**config.mk**
```make
export PLATFORM = sky130hd
export DESIGN_NAME = timed_frame_crossfade_blender_flat
export DESIGN_NICKNAME = d
export VERILOG_FILES = /design/src/hw/rtl/tfcb_pkg.sv /design/src/hw/rtl/tfcb_if.sv /design/src/hw/rtl/tfcb_ctrl.sv /design/src/hw/rtl/tfcb_datapath.sv /design/src/hw/rtl/timed_frame_crossfade_blender.sv /design/src/flat_wrapper.sv
export VERILOG_INCLUDE_DIRS = /design/src /design/src/hw/rtl
export SDC_FILE = /design/constraint.sdc
export NUM_CORES = 2
export LEC_CHECK = 0
export ABC_AREA = 0
export BUFFER_PORTS_ARGS = -buffer_cell sky130_fd_sc_hd__buf_4
export CAP_MARGIN = 20
export CORE_MARGIN = 2
export CORE_UTILIZATION = 64
export CTS_CLUSTER_SIZE = 16
export DETAILED_ROUTE_END_ITERATION = 8
export PLACE_DENSITY = 0.89
export SLEW_MARGIN = 20
export SYNTH_ARGS = -nofsm -noshare
export SYNTH_HDL_FRONTEND = slang
export SYNTH_HIERARCHICAL = 1
export SYNTH_SLANG_ARGS = --single-unit
```
**constraint.sdc**
```tcl
create_clock -name i_clk -period 8.25 [get_ports i_clk]
set_input_delay 1.2375 -clock i_clk [delete_from_list [all_inputs] [get_ports i_clk]]
set_output_delay 1.2375 -clock i_clk [all_outputs]
set_load 0.01 [all_outputs]
```
**src/hw/rtl/timed_frame_crossfade_blender_defines.svh**
```systemverilog
// ----------------------------------------------------------------------------
// Timed frame crossfade blender assertion macros
// Shared concurrent assertion forms for the blender RTL.
// ----------------------------------------------------------------------------
`ifndef TIMED_FRAME_CROSSFADE_BLENDER_DEFINES_SVH
`define TIMED_FRAME_CROSSFADE_BLENDER_DEFINES_SVH

// The consequent must hold in the same cycle as the antecedent.
`define TFCB_ASSERT_NOW(label, clk, rst_n, ante, cons, msg) \
    label: assert property (@(posedge clk) disable iff (!rst_n) (ante) |-> (cons)) \
        else $error(msg);

// The consequent must hold in the cycle after the antecedent.
`define TFCB_ASSERT_NEXT(label, clk, rst_n, ante, cons, msg) \
    label: assert property (@(posedge clk) disable iff (!rst_n) (ante) |=> (cons)) \
        else $error(msg);

`endif

```
**src/hw/rtl/tfcb_pkg.sv**
```systemverilog
// ----------------------------------------------------------------------------
// Timed frame crossfade blender package
// Widths, codes, item and control types and the channel lerp function.
// ----------------------------------------------------------------------------
`default_nettype none

package tfcb_pkg;

    localparam int MAX_FRAMES_DEF = 16;

    localparam int CFG_IDX_W  = 2;
    localparam int CFG_DATA_W = 20;
    localparam int TIME_W     = 20;
    localparam int FC_W       = 5;
    localparam int ELAPSED_W  = 16;
    localparam int TIMER_W    = 21;
    localparam int DIFF_W     = TIMER_W + 1;
    localparam int PIX_W      = 32;
    localparam int CHAN_W     = 8;
    localparam int CHANNELS   = PIX_W / CHAN_W;
    localparam int WEIGHT_W   = 9;
    localparam int IDX_OUT_W  = 4;
    localparam int DIV_STEPS  = 8;

    localparam logic [CFG_IDX_W-1:0] CFG_CYCLE  = 2'd0;
    localparam logic [CFG_IDX_W-1:0] CFG_BLEND  = 2'd1;
    localparam logic [CFG_IDX_W-1:0] CFG_FCOUNT = 2'd2;

    localparam logic FUNC_TICK  = 1'b0;
    localparam logic FUNC_PIXEL = 1'b1;

    localparam logic [TIME_W-1:0]   CYCLE_RST  = 20'd4096;
    localparam logic [TIME_W-1:0]   BLEND_RST  = 20'd1024;
    localparam logic [FC_W-1:0]     FCOUNT_RST = 5'd4;
    localparam logic [WEIGHT_W-1:0] WEIGHT_ONE = 9'd256;

    typedef struct packed {
        logic                 func;
        logic [ELAPSED_W-1:0] elapsed;
        logic [PIX_W-1:0]     pixel_current;
        logic [PIX_W-1:0]     pixel_next;
    } t_in_item;

    typedef struct packed {
        logic [PIX_W-1:0]     blended_pixel;
        logic [WEIGHT_W-1:0]  blend_weight;
        logic [IDX_OUT_W-1:0] current_index;
        logic [IDX_OUT_W-1:0] next_index;
    } t_out_item;

    typedef struct packed {
        logic out_pixel;
        logic out_hold;
        logic load_sum;
        logic eval;
        logic commit_wrap;
        logic commit_zero;
        logic start_div;
        logic div_step;
        logic div_last;
    } t_cmd;

    typedef struct packed {
        logic multi;
        logic wrap;
        logic over_neg;
    } t_stat;

    function automatic logic [CHAN_W-1:0] lerp_channel(input logic [CHAN_W-1:0]   ca,
                                                       input logic [CHAN_W-1:0]   cb,
                                                       input logic [WEIGHT_W-1:0] w);
        logic [WEIGHT_W-1:0] inv;
        logic [16:0]         acc;
        inv = WEIGHT_ONE - w;
        acc = 17'(ca) * 17'(inv) + 17'(cb) * 17'(w);
        return acc[15:8];
    endfunction

endpackage

`default_nettype wire

```
**src/hw/rtl/tfcb_if.sv**
```systemverilog
// ----------------------------------------------------------------------------
// Timed frame crossfade blender channels
// Valid/ready channels for input items and result items.
// ----------------------------------------------------------------------------
`default_nettype none

interface tfcb_in_if import tfcb_pkg::*; ();
    logic     valid;
    logic     ready;
    t_in_item data;

    modport source (output valid, output data, input ready);
    modport sink (input valid, input data, output ready);
endinterface

interface tfcb_out_if import tfcb_pkg::*; ();
    logic      valid;
    logic      ready;
    t_out_item data;

    modport source (output valid, output data, input ready);
    modport sink (input valid, input data, output ready);
endinterface

`default_nettype wire

```
**src/hw/rtl/tfcb_ctrl.sv**
```systemverilog
// ----------------------------------------------------------------------------
// Timed frame crossfade blender controller
// Sequences tick evaluation and the weight division, and owns the handshakes.
// ----------------------------------------------------------------------------
`default_nettype none
`include "timed_frame_crossfade_blender_defines.svh"

module tfcb_ctrl import tfcb_pkg::*; (
    input  wire logic i_clk,
    input  wire logic i_rst_n,
    input  wire logic i_in_valid,
    input  wire logic i_in_func,
    output logic      o_in_ready,
    output logic      o_out_valid,
    input  wire logic i_out_ready,
    input  wire t_stat i_stat,
    output t_cmd      o_cmd
);

    localparam logic [1:0] S_IDLE = 2'd0;
    localparam logic [1:0] S_EVAL = 2'd1;
    localparam logic [1:0] S_OVER = 2'd2;
    localparam logic [1:0] S_DIV  = 2'd3;

    localparam int CNT_W = $clog2(DIV_STEPS);
    localparam logic [CNT_W-1:0] CNT_LAST = CNT_W'(DIV_STEPS - 1);

    logic [1:0]       r_state, n_state;
    logic [CNT_W-1:0] r_cnt, n_cnt;
    logic             r_out_valid, n_out_valid;
    logic             w_accept;
    logic             w_load_out;

    assign o_in_ready  = (r_state == S_IDLE) && (!r_out_valid || i_out_ready);
    assign o_out_valid = r_out_valid;
    assign w_accept    = i_in_valid && o_in_ready;
    assign w_load_out  = o_cmd.out_pixel || o_cmd.out_hold || o_cmd.commit_wrap ||
                         o_cmd.commit_zero || o_cmd.div_last;

    always_comb begin
        o_cmd   = '0;
        n_state = r_state;
        n_cnt   = r_cnt;
        unique case (r_state)
            S_IDLE: begin
                if (w_accept) begin
                    if (i_in_func == FUNC_PIXEL) begin
                        o_cmd.out_pixel = 1'b1;
                    end else if (!i_stat.multi) begin
                        o_cmd.out_hold = 1'b1;
                    end else begin
                        o_cmd.load_sum = 1'b1;
                        n_state        = S_EVAL;
                    end
                end
            end
            S_EVAL: begin
                o_cmd.eval = 1'b1;
                n_state    = S_OVER;
            end
            S_OVER: begin
                if (i_stat.wrap) begin
                    o_cmd.commit_wrap = 1'b1;
                    n_state           = S_IDLE;
                end else if (i_stat.over_neg) begin
                    o_cmd.commit_zero = 1'b1;
                    n_state           = S_IDLE;
                end else begin
                    o_cmd.start_div = 1'b1;
                    n_cnt           = '0;
                    n_state         = S_DIV;
                end
            end
            S_DIV: begin
                o_cmd.div_step = 1'b1;
                if (r_cnt == CNT_LAST) begin
                    o_cmd.div_last = 1'b1;
                    n_state        = S_IDLE;
                end else begin
                    n_cnt = r_cnt + 1'b1;
                end
            end
        endcase
    end

    always_comb begin
        n_out_valid = w_load_out ? 1'b1 : (r_out_valid && !i_out_ready);
    end

    always_ff @(posedge i_clk) begin
        if (!i_rst_n) begin
            r_state     <= S_IDLE;
            r_cnt       <= '0;
            r_out_valid <= 1'b0;
        end else begin
            r_state     <= n_state;
            r_cnt       <= n_cnt;
            r_out_valid <= n_out_valid;
        end
    end

    `TFCB_ASSERT_NOW(a_no_accept_when_full, i_clk, i_rst_n, r_out_valid && !i_out_ready, !w_accept, "input transfer taken while result is stalled")
    `TFCB_ASSERT_NEXT(a_div_ends_with_result, i_clk, i_rst_n, (r_state == S_DIV) && (r_cnt == CNT_LAST), (r_state == S_IDLE) && r_out_valid, "division did not end with a result")
    `TFCB_ASSERT_NEXT(a_over_resolves, i_clk, i_rst_n, r_state == S_OVER, (r_state == S_DIV) || r_out_valid, "tick evaluation left without result or division")

endmodule

`default_nettype wire

```
**src/hw/rtl/tfcb_datapath.sv**
```systemverilog
// ----------------------------------------------------------------------------
// Timed frame crossfade blender datapath
// Configuration, frame timer and indices, weight divider, lerp and result.
// ----------------------------------------------------------------------------
`default_nettype none

module tfcb_datapath import tfcb_pkg::*; #(
    parameter int MAX_FRAMES = MAX_FRAMES_DEF
) (
    input  wire logic                  i_clk,
    input  wire logic                  i_rst_n,
    input  wire logic                  i_cfg_we,
    input  wire logic [CFG_IDX_W-1:0]  i_cfg_idx,
    input  wire logic [CFG_DATA_W-1:0] i_cfg_data,
    input  wire t_in_item              i_in_data,
    input  wire t_cmd                  i_cmd,
    output t_stat                      o_stat,
    output t_out_item                  o_out_data
);

    localparam int IDX_W = $clog2(MAX_FRAMES);
    localparam int CNT_W = $clog2(MAX_FRAMES + 1);

    function automatic logic [CNT_W-1:0] eff_count(input logic [FC_W-1:0] fc);
        logic [CNT_W-1:0] n;
        if (int'(fc) > MAX_FRAMES) begin
            n = CNT_W'(MAX_FRAMES);
        end else if (fc == '0) begin
            n = CNT_W'(1);
        end else begin
            n = CNT_W'(fc);
        end
        return n;
    endfunction

    logic [TIME_W-1:0]   r_cycle, n_cycle;
    logic [TIME_W-1:0]   r_blend, n_blend;
    logic [FC_W-1:0]     r_fc, n_fc;
    logic [TIMER_W-1:0]  r_timer, n_timer;
    logic [WEIGHT_W-1:0] r_weight, n_weight;
    logic [IDX_W-1:0]    r_cur, n_cur;
    logic [IDX_W-1:0]    r_next, n_next;

    logic [TIMER_W-1:0]  r_sum, n_sum;
    logic [DIFF_W-1:0]   r_diff, n_diff;
    logic [TIME_W-1:0]   r_rem, n_rem;
    logic [7:0]          r_quot, n_quot;
    t_out_item           r_out, n_out;

    logic [CNT_W-1:0]    w_count;
    logic [CNT_W-1:0]    w_new_count;
    logic [CNT_W:0]      w_next_inc;
    logic [IDX_W-1:0]    w_next_adv;
    logic [DIFF_W-1:0]   w_sum_raw;
    logic [TIMER_W-1:0]  w_sum_sat;
    logic [DIFF_W-1:0]   w_over;
    logic [TIME_W:0]     w_rem_sh;
    logic                w_ge;
    logic [TIME_W-1:0]   w_rem_step;
    logic [7:0]          w_quot_step;
    logic [PIX_W-1:0]    w_lerp;
    logic                w_load_out;

    assign w_count     = eff_count(r_fc);
    assign w_new_count = eff_count(i_cfg_data[FC_W-1:0]);
    assign w_next_inc  = (CNT_W + 1)'(r_next) + 1'b1;
    assign w_next_adv  = (w_next_inc == (CNT_W + 1)'(w_count)) ? '0 : IDX_W'(w_next_inc);

    assign w_sum_raw = DIFF_W'(r_timer) + DIFF_W'(i_in_data.elapsed);
    assign w_sum_sat = w_sum_raw[DIFF_W-1] ? '1 : w_sum_raw[TIMER_W-1:0];
    assign w_over    = r_diff + DIFF_W'(r_blend);

    assign w_rem_sh    = {r_rem, 1'b0};
    assign w_ge        = w_rem_sh >= (TIME_W + 1)'(r_blend);
    assign w_rem_step  = w_ge ? TIME_W'(w_rem_sh - (TIME_W + 1)'(r_blend)) : w_rem_sh[TIME_W-1:0];
    assign w_quot_step = {r_quot[6:0], w_ge};

    assign o_stat.multi    = w_count > CNT_W'(1);
    assign o_stat.wrap     = !r_diff[DIFF_W-1];
    assign o_stat.over_neg = w_over[DIFF_W-1];
    assign o_out_data      = r_out;

    assign w_load_out = i_cmd.out_pixel || i_cmd.out_hold || i_cmd.commit_wrap ||
                        i_cmd.commit_zero || i_cmd.div_last;

    always_comb begin
        for (int c = 0; c < CHANNELS; c++) begin
            w_lerp[c*CHAN_W +: CHAN_W] = lerp_channel(i_in_data.pixel_current[c*CHAN_W +: CHAN_W],
                                                      i_in_data.pixel_next[c*CHAN_W +: CHAN_W],
                                                      r_weight);
        end
    end

    always_comb begin
        n_cycle  = r_cycle;
        n_blend  = r_blend;
        n_fc     = r_fc;
        n_timer  = r_timer;
        n_weight = r_weight;
        n_cur    = r_cur;
        n_next   = r_next;
        n_sum    = r_sum;
        n_diff   = r_diff;
        n_rem    = r_rem;
        n_quot   = r_quot;
        n_out    = r_out;

        if (i_cfg_we) begin
            unique case (i_cfg_idx)
                CFG_CYCLE: n_cycle = i_cfg_data[TIME_W-1:0];
                CFG_BLEND: n_blend = i_cfg_data[TIME_W-1:0];
                CFG_FCOUNT: begin
                    if (i_cfg_data[FC_W-1:0] != r_fc) begin
                        n_fc     = i_cfg_data[FC_W-1:0];
                        n_timer  = '0;
                        n_weight = '0;
                        n_cur    = '0;
                        n_next   = (w_new_count > CNT_W'(1)) ? IDX_W'(1) : '0;
                    end
                end
                default: begin
                end
            endcase
        end

        if (i_cmd.load_sum) begin
            n_sum = w_sum_sat;
        end
        if (i_cmd.eval) begin
            n_diff = DIFF_W'(r_sum) - DIFF_W'(r_cycle);
        end
        if (i_cmd.commit_wrap) begin
            n_timer  = r_diff[TIMER_W-1:0];
            n_cur    = r_next;
            n_next   = w_next_adv;
            n_weight = '0;
        end
        if (i_cmd.commit_zero) begin
            n_timer  = r_sum;
            n_weight = '0;
        end
        if (i_cmd.start_div) begin
            n_timer = r_sum;
            n_rem   = w_over[TIME_W-1:0];
            n_quot  = '0;
        end
        if (i_cmd.div_step) begin
            n_rem  = w_rem_step;
            n_quot = w_quot_step;
        end
        if (i_cmd.div_last) begin
            n_weight = {1'b0, w_quot_step};
        end

        if (w_load_out) begin
            n_out.blended_pixel = i_cmd.out_pixel ? w_lerp : '0;
            n_out.blend_weight  = n_weight;
            n_out.current_index = IDX_OUT_W'(n_cur);
            n_out.next_index    = IDX_OUT_W'(n_next);
        end
    end

    always_ff @(posedge i_clk) begin
        if (!i_rst_n) begin
            r_cycle  <= CYCLE_RST;
            r_blend  <= BLEND_RST;
            r_fc     <= FCOUNT_RST;
            r_timer  <= '0;
            r_weight <= '0;
            r_cur    <= '0;
            r_next   <= (eff_count(FCOUNT_RST) > CNT_W'(1)) ? IDX_W'(1) : '0;
        end else begin
            r_cycle  <= n_cycle;
            r_blend  <= n_blend;
            r_fc     <= n_fc;
            r_timer  <= n_timer;
            r_weight <= n_weight;
            r_cur    <= n_cur;
            r_next   <= n_next;
        end
    end

    always_ff @(posedge i_clk) begin
        r_sum  <= n_sum;
        r_diff <= n_diff;
        r_rem  <= n_rem;
        r_quot <= n_quot;
        r_out  <= n_out;
    end

endmodule

`default_nettype wire

```
**src/hw/rtl/timed_frame_crossfade_blender.sv**
```systemverilog
// ----------------------------------------------------------------------------
// Pixel items: result registered in the cycle after the transfer; one per cycle
// unless the output stalls. Tick items with one frame held behave alike; else
// S_EVAL, then S_OVER registers the result on a frame wrap or zero weight, else
// S_DIV runs the one-bit-per-cycle weight divider. Synchronous active-low reset
// restores the register defaults and restarts the animation at frame 0.
// ----------------------------------------------------------------------------
`default_nettype none

module timed_frame_crossfade_blender import tfcb_pkg::*; #(
    parameter int MAX_FRAMES = MAX_FRAMES_DEF
) (
    input  wire logic                  i_clk,
    input  wire logic                  i_rst_n,
    tfcb_in_if.sink                    i_in,
    tfcb_out_if.source                 o_out,
    input  wire logic                  i_cfg_we,
    input  wire logic [CFG_IDX_W-1:0]  i_cfg_idx,
    input  wire logic [CFG_DATA_W-1:0] i_cfg_data
);

    t_cmd      w_cmd;
    t_stat     w_stat;
    t_out_item w_out_data;
    logic      w_in_ready;
    logic      w_out_valid;

    tfcb_ctrl u_ctrl (
        .i_clk       (i_clk),
        .i_rst_n     (i_rst_n),
        .i_in_valid  (i_in.valid),
        .i_in_func   (i_in.data.func),
        .o_in_ready  (w_in_ready),
        .o_out_valid (w_out_valid),
        .i_out_ready (o_out.ready),
        .i_stat      (w_stat),
        .o_cmd       (w_cmd)
    );

    tfcb_datapath #(
        .MAX_FRAMES (MAX_FRAMES)
    ) u_datapath (
        .i_clk      (i_clk),
        .i_rst_n    (i_rst_n),
        .i_cfg_we   (i_cfg_we),
        .i_cfg_idx  (i_cfg_idx),
        .i_cfg_data (i_cfg_data),
        .i_in_data  (i_in.data),
        .i_cmd      (w_cmd),
        .o_stat     (w_stat),
        .o_out_data (w_out_data)
    );

    assign i_in.ready  = w_in_ready;
    assign o_out.valid = w_out_valid;
    assign o_out.data  = w_out_data;

endmodule

`default_nettype wire
```
**src/flat_wrapper.sv**
```systemverilog
// flat-port wrapper written by rule: the top's interface ports become plain ports
module timed_frame_crossfade_blender_flat import tfcb_pkg::*;
#(
    parameter int MAX_FRAMES = MAX_FRAMES_DEF
)
  (i_clk, i_rst_n, i_cfg_we, i_cfg_idx, i_cfg_data, i_in_valid, i_in_data, i_in_ready, o_out_valid, o_out_data, o_out_ready);
  tfcb_in_if i_in_i ();
  tfcb_out_if o_out_i ();
  input  wire logic i_clk;
  input  wire logic i_rst_n;
  input  wire logic i_cfg_we;
  input  wire logic [CFG_IDX_W-1:0] i_cfg_idx;
  input  wire logic [CFG_DATA_W-1:0] i_cfg_data;
  input wire logic [$bits(i_in_i.valid)-1:0] i_in_valid;
  input wire logic [$bits(i_in_i.data)-1:0] i_in_data;
  output wire logic [$bits(i_in_i.ready)-1:0] i_in_ready;
  output wire logic [$bits(o_out_i.valid)-1:0] o_out_valid;
  output wire logic [$bits(o_out_i.data)-1:0] o_out_data;
  input wire logic [$bits(o_out_i.ready)-1:0] o_out_ready;
  assign i_in_i.valid = i_in_valid;
  assign i_in_i.data = i_in_data;
  assign i_in_ready = i_in_i.ready;
  assign o_out_valid = o_out_i.valid;
  assign o_out_data = o_out_i.data;
  assign o_out_i.ready = o_out_ready;
  timed_frame_crossfade_blender #(.MAX_FRAMES(MAX_FRAMES)) u_core (.i_clk(i_clk), .i_rst_n(i_rst_n), .i_in(i_in_i), .o_out(o_out_i), .i_cfg_we(i_cfg_we), .i_cfg_idx(i_cfg_idx), .i_cfg_data(i_cfg_data));
endmodule
```
==> impl_metrics.tcl <==
set metrics [dict create \
    critical_path_required_ns 8.54 \
    drt_iter0_markers 1759 \
    vias 23400 \
    crit_type "flop to flop" \
    worstMarginPinSlew_ns 1.15 \
    fin_skew_ns 0.0304 \
    first_pass_iters 9 \
    period_share_pct 87.1 \
    wl_per_cell_um 18.5 \
    antenna_found_initial 1 \
    hold_start "u_core/u_datapath/r_cycle[13]" \
    final_nets 4230 \
    irDropWorstVdd_mv 0.119 \
    synth_edf_count 119 \
    netlist_instances 3290 \
    fp-row-count 79 \
    reg2reg_setup_slack_ns 1.07 \
    ys.flop_type "edfxtp_1" \
    grt_remaining_overflow 0 \
    grt_pass1_wl_um 120000 \
    coreArea_um2 46400 \
    dpl_cell_area_um2 31700 \
    async_flop_share_pct 0 \
    maxCapViolations 0 \
    cp-end-kind "flop" \
    grt.total_usage_pct 31.3 \
    relSlewSlack_pct 23.4 \
    fill_cells 3267 \
    portBuffers 158 \
    synth.ff_latch_count 208 \
    pwr-share-clk_pct 41.1 \
    yosys.area.top_type "fa_1" \
    die_area_um2 48500 \
    outcome "finished clean" \
    cts_setup_buffers 0 \
    synth_cell_types 79 \
    netlist_area_um2 29900 \
    comb_power_share_pct 17.6 \
    ys_warn_count 6 \
    p_int_mw 2.03 \
    grt_pass1_vias 24600 \
    switching_share_pct 29.4 \
    fmax_ghz 0.139 \
    numCtsBuffers 25 \
    routed_via_density 5.84 \
    ctsHoldBuffers 0 \
    power_density_nw_per_um2 88.1 \
    setup_ws_ns 1.07 \
    syn_to_final_growth_pct 8.79 \
    cts.repair.resized 0 \
    start_util_pct 64.6 \
    r2r_start "u_core/u_datapath/r_weight[2]" \
    ios 159 \
    fin_crit_ns 7.18 \
    synth-seq-area-share_pct 17.9 \
    cts_sinks 208 \
    pre_cts_slack_ns 1.26 \
    drive_above_1_share_pct 7.64 \
    gp_congestion 0.938 \
    p_leak_nw 15.9 \
    cts_tree "built" \
    htree_levels 1 \
    fp.dieH_um 220 \
    start_kind "flop" \
    clk_latency_ns 0.58 \
    maxSlewViolCount 0 \
    synth.avg_cell_area_um2 9.10 \
    startpoint "u_core/u_datapath/r_weight[2]" \
    cp_max_fo 17 \
    grt_setup_unrepaired "no" \
    design_area_um2 32600 \
    power_frac_seq_pct 41.4 \
    clockBufferDepth 3 \
    tns_ns 0 \
    wl_um 74000 \
    drc 0 \
    synth_fp_nets 4138 \
    die_w_um 220 \
    synth_top_cell_area_share_pct 28.6 \
    min_path_type "flop to flop" \
    grt_max_degree 86 \
    p_switching_mw 0.844 \
    holdWs_ns 0.465 \
    cts.clk_slew.worst_paths_ns 0.08 \
    hold_violations 0 \
    ant_nets 0 \
    setup_violations 0 \
    synth_area_leaders "fa_1 (29%), ha_1 (13%), edfxtp_1 (12%)" \
    root_buffer "clkbuf_16" \
    hpwl_um 56400 \
    arrival_ns 7.48 \
    power.total_mw 2.87 \
]
==> power groups by stage <==
stage          Sequential, mW  Combinational (mW)  Clock (mW)
2_1_floorplan            1.20               0.297           0
3_3_place_gp             1.21               0.474           0
3_5_place_dp             1.21               0.491           0
4_1_cts                  1.19               0.497        1.19
5_1_grt                  1.19               0.553        1.23
6_report                 1.19               0.505        1.18
==> logic make-up (layout without fill, tap and decap cells) <==
family          count (synthesis)  in the layout  synth area share (%)
simple gates                 1075           1075                  18.1
flops                         208            208                  17.9
buf+inv                       741            852                  9.33
other cells                     0              1                     0
mux                            24             24                 0.811
fa+ha+maj                     740            740                  41.7
xor+xnor                      124            124                  3.63
compound gates                378            378                  8.61
==> critical path, cell delays in order, from the launching register on <==
cell and delay, ns:
dfxtp_1 0.54, xnor2_2 0.99, buf_4 0.41, and2_1 0.19, fa_1 0.42, inv_1 0.08, fa_1 0.44, fa_1 0.53
inv_1 0.06, fa_1 0.50, fa_1 0.49, inv_1 0.05, fa_1 0.47, inv_1 0.04, ha_1 0.17, or3_1 0.39
a31oi_1 0.18, o21a_1 0.28, o211ai_1 0.20, a31oi_1 0.24, xnor2_1 0.15, nor2_1 0.06
==> routing by layer <==
layer / GRT usage (%) / vias to the layer above / wire, um
li1: - / 10600 / -
met1: 38.5 / 11500 / 27500
met2: 54.0 / 1117 / 36100
met3: 4.92 / 278 / 6430
met4: 15.3 / 0 / 3980
met5: 0 / - / 0
==> area by class of cell <==
type	count	area [um2]	share of cell area, %
Clock buffer	31	731	2.24
Antenna cell	1	2.50	0.00768
Multi-Input combinational cell	2341	21900	67.1
Timing Repair Buffer	188	1410	4.33
Clock inverter	15	138	0.423
Sequential cell	208	5360	16.4
Tap cell	607	759	2.33
Inverter	618	2320	7.12
==> synth_stat cells (9+ instances only) <==
cell type / n
inv_1: 618
fa_1: 428
nand2_1: 416
and2_1: 367
ha_1: 312
edfxtp_1: 119
clkbuf_1: 106
nor2_1: 92
xnor2_1: 92
dfxtp_1: 89
a21oi_1: 79
nor3_1: 45
a21boi_0: 40
o21ai_0: 40
o21ai_1: 36
nand3_1: 33
xor2_1: 32
nor2b_1: 28
nand2b_1: 24
mux2i_1: 22
a22oi_1: 21
a31oi_1: 21
o211a_1: 21
a21o_1: 16
o21a_1: 16
and3_1: 15
o211ai_1: 15
a211oi_1: 13
buf_1: 12
nand4_1: 10
o21bai_1: 9
==> cell usage in the layout, fill, tap and decap left out, types with 9 or more instances in the layout <==
cell type  instances
and2_1           367
mux2i_1           22
o211a_1           21
nor2_1            91
dfxtp_1           88
o21ai_1           36
a31oi_1           21
nor3_1            45
xnor2_1           88
o211ai_1          15
xor2_1            29
inv_1            618
nand4_1           10
ha_1             312
fa_1             428
buf_4            188
edfxtp_1         119
o21ai_0           40
a21o_1            16
nor2b_1           28
a21boi_0          40
o21a_1            16
nand3_1           33
a22oi_1           21
a21oi_1           79
and3_1            15
nand2b_1          24
a211oi_1          13
o21bai_1           9
nand2_1          415
clkbuf_16         27
==> state kept, by name (all words and copies together), names as in the netlist <==
| signal | count |
|---|---|
| u_core/u_datapath/o_out_data | 49 |
| u_core/u_datapath/r_diff | 22 |
| u_core/u_datapath/r_sum | 21 |
| u_core/u_datapath/r_timer | 21 |
| u_core/u_datapath/r_blend | 20 |
| u_core/u_datapath/r_cycle | 20 |
| u_core/u_datapath/r_rem | 20 |
| u_core/u_datapath/r_weight | 9 |
| u_core/u_datapath/r_quot | 7 |
| u_core/u_datapath/r_fc | 5 |
| u_core/u_datapath/r_cur | 4 |
| u_core/u_datapath/r_next | 4 |
| u_core/u_ctrl/r_cnt | 3 |
| u_core/u_ctrl/r_state | 2 |
| u_core/u_ctrl/o_out_valid | 1 |
==> worst paths after layout <==
check | endpoint | cells past startpoint
max reg2reg | u_core/u_datapath/o_out_data[24] | 21
min reg2reg | u_core/u_datapath/r_cycle[13] | 2
min | u_core/u_datapath/r_cycle[13] | 2
max | u_core/u_datapath/o_out_data[24] | 21
==> stage by stage <==
step / util (%) / instances
after floorplan: - / 3290
after global placement: 68.4 / 3962
after detailed placement: 68.4 / 3962
after CTS: 70.3 / 4008
after global routing: 70.3 / 4009
final: 70.3 / 4009
Power figures use the tool's default switching activity.
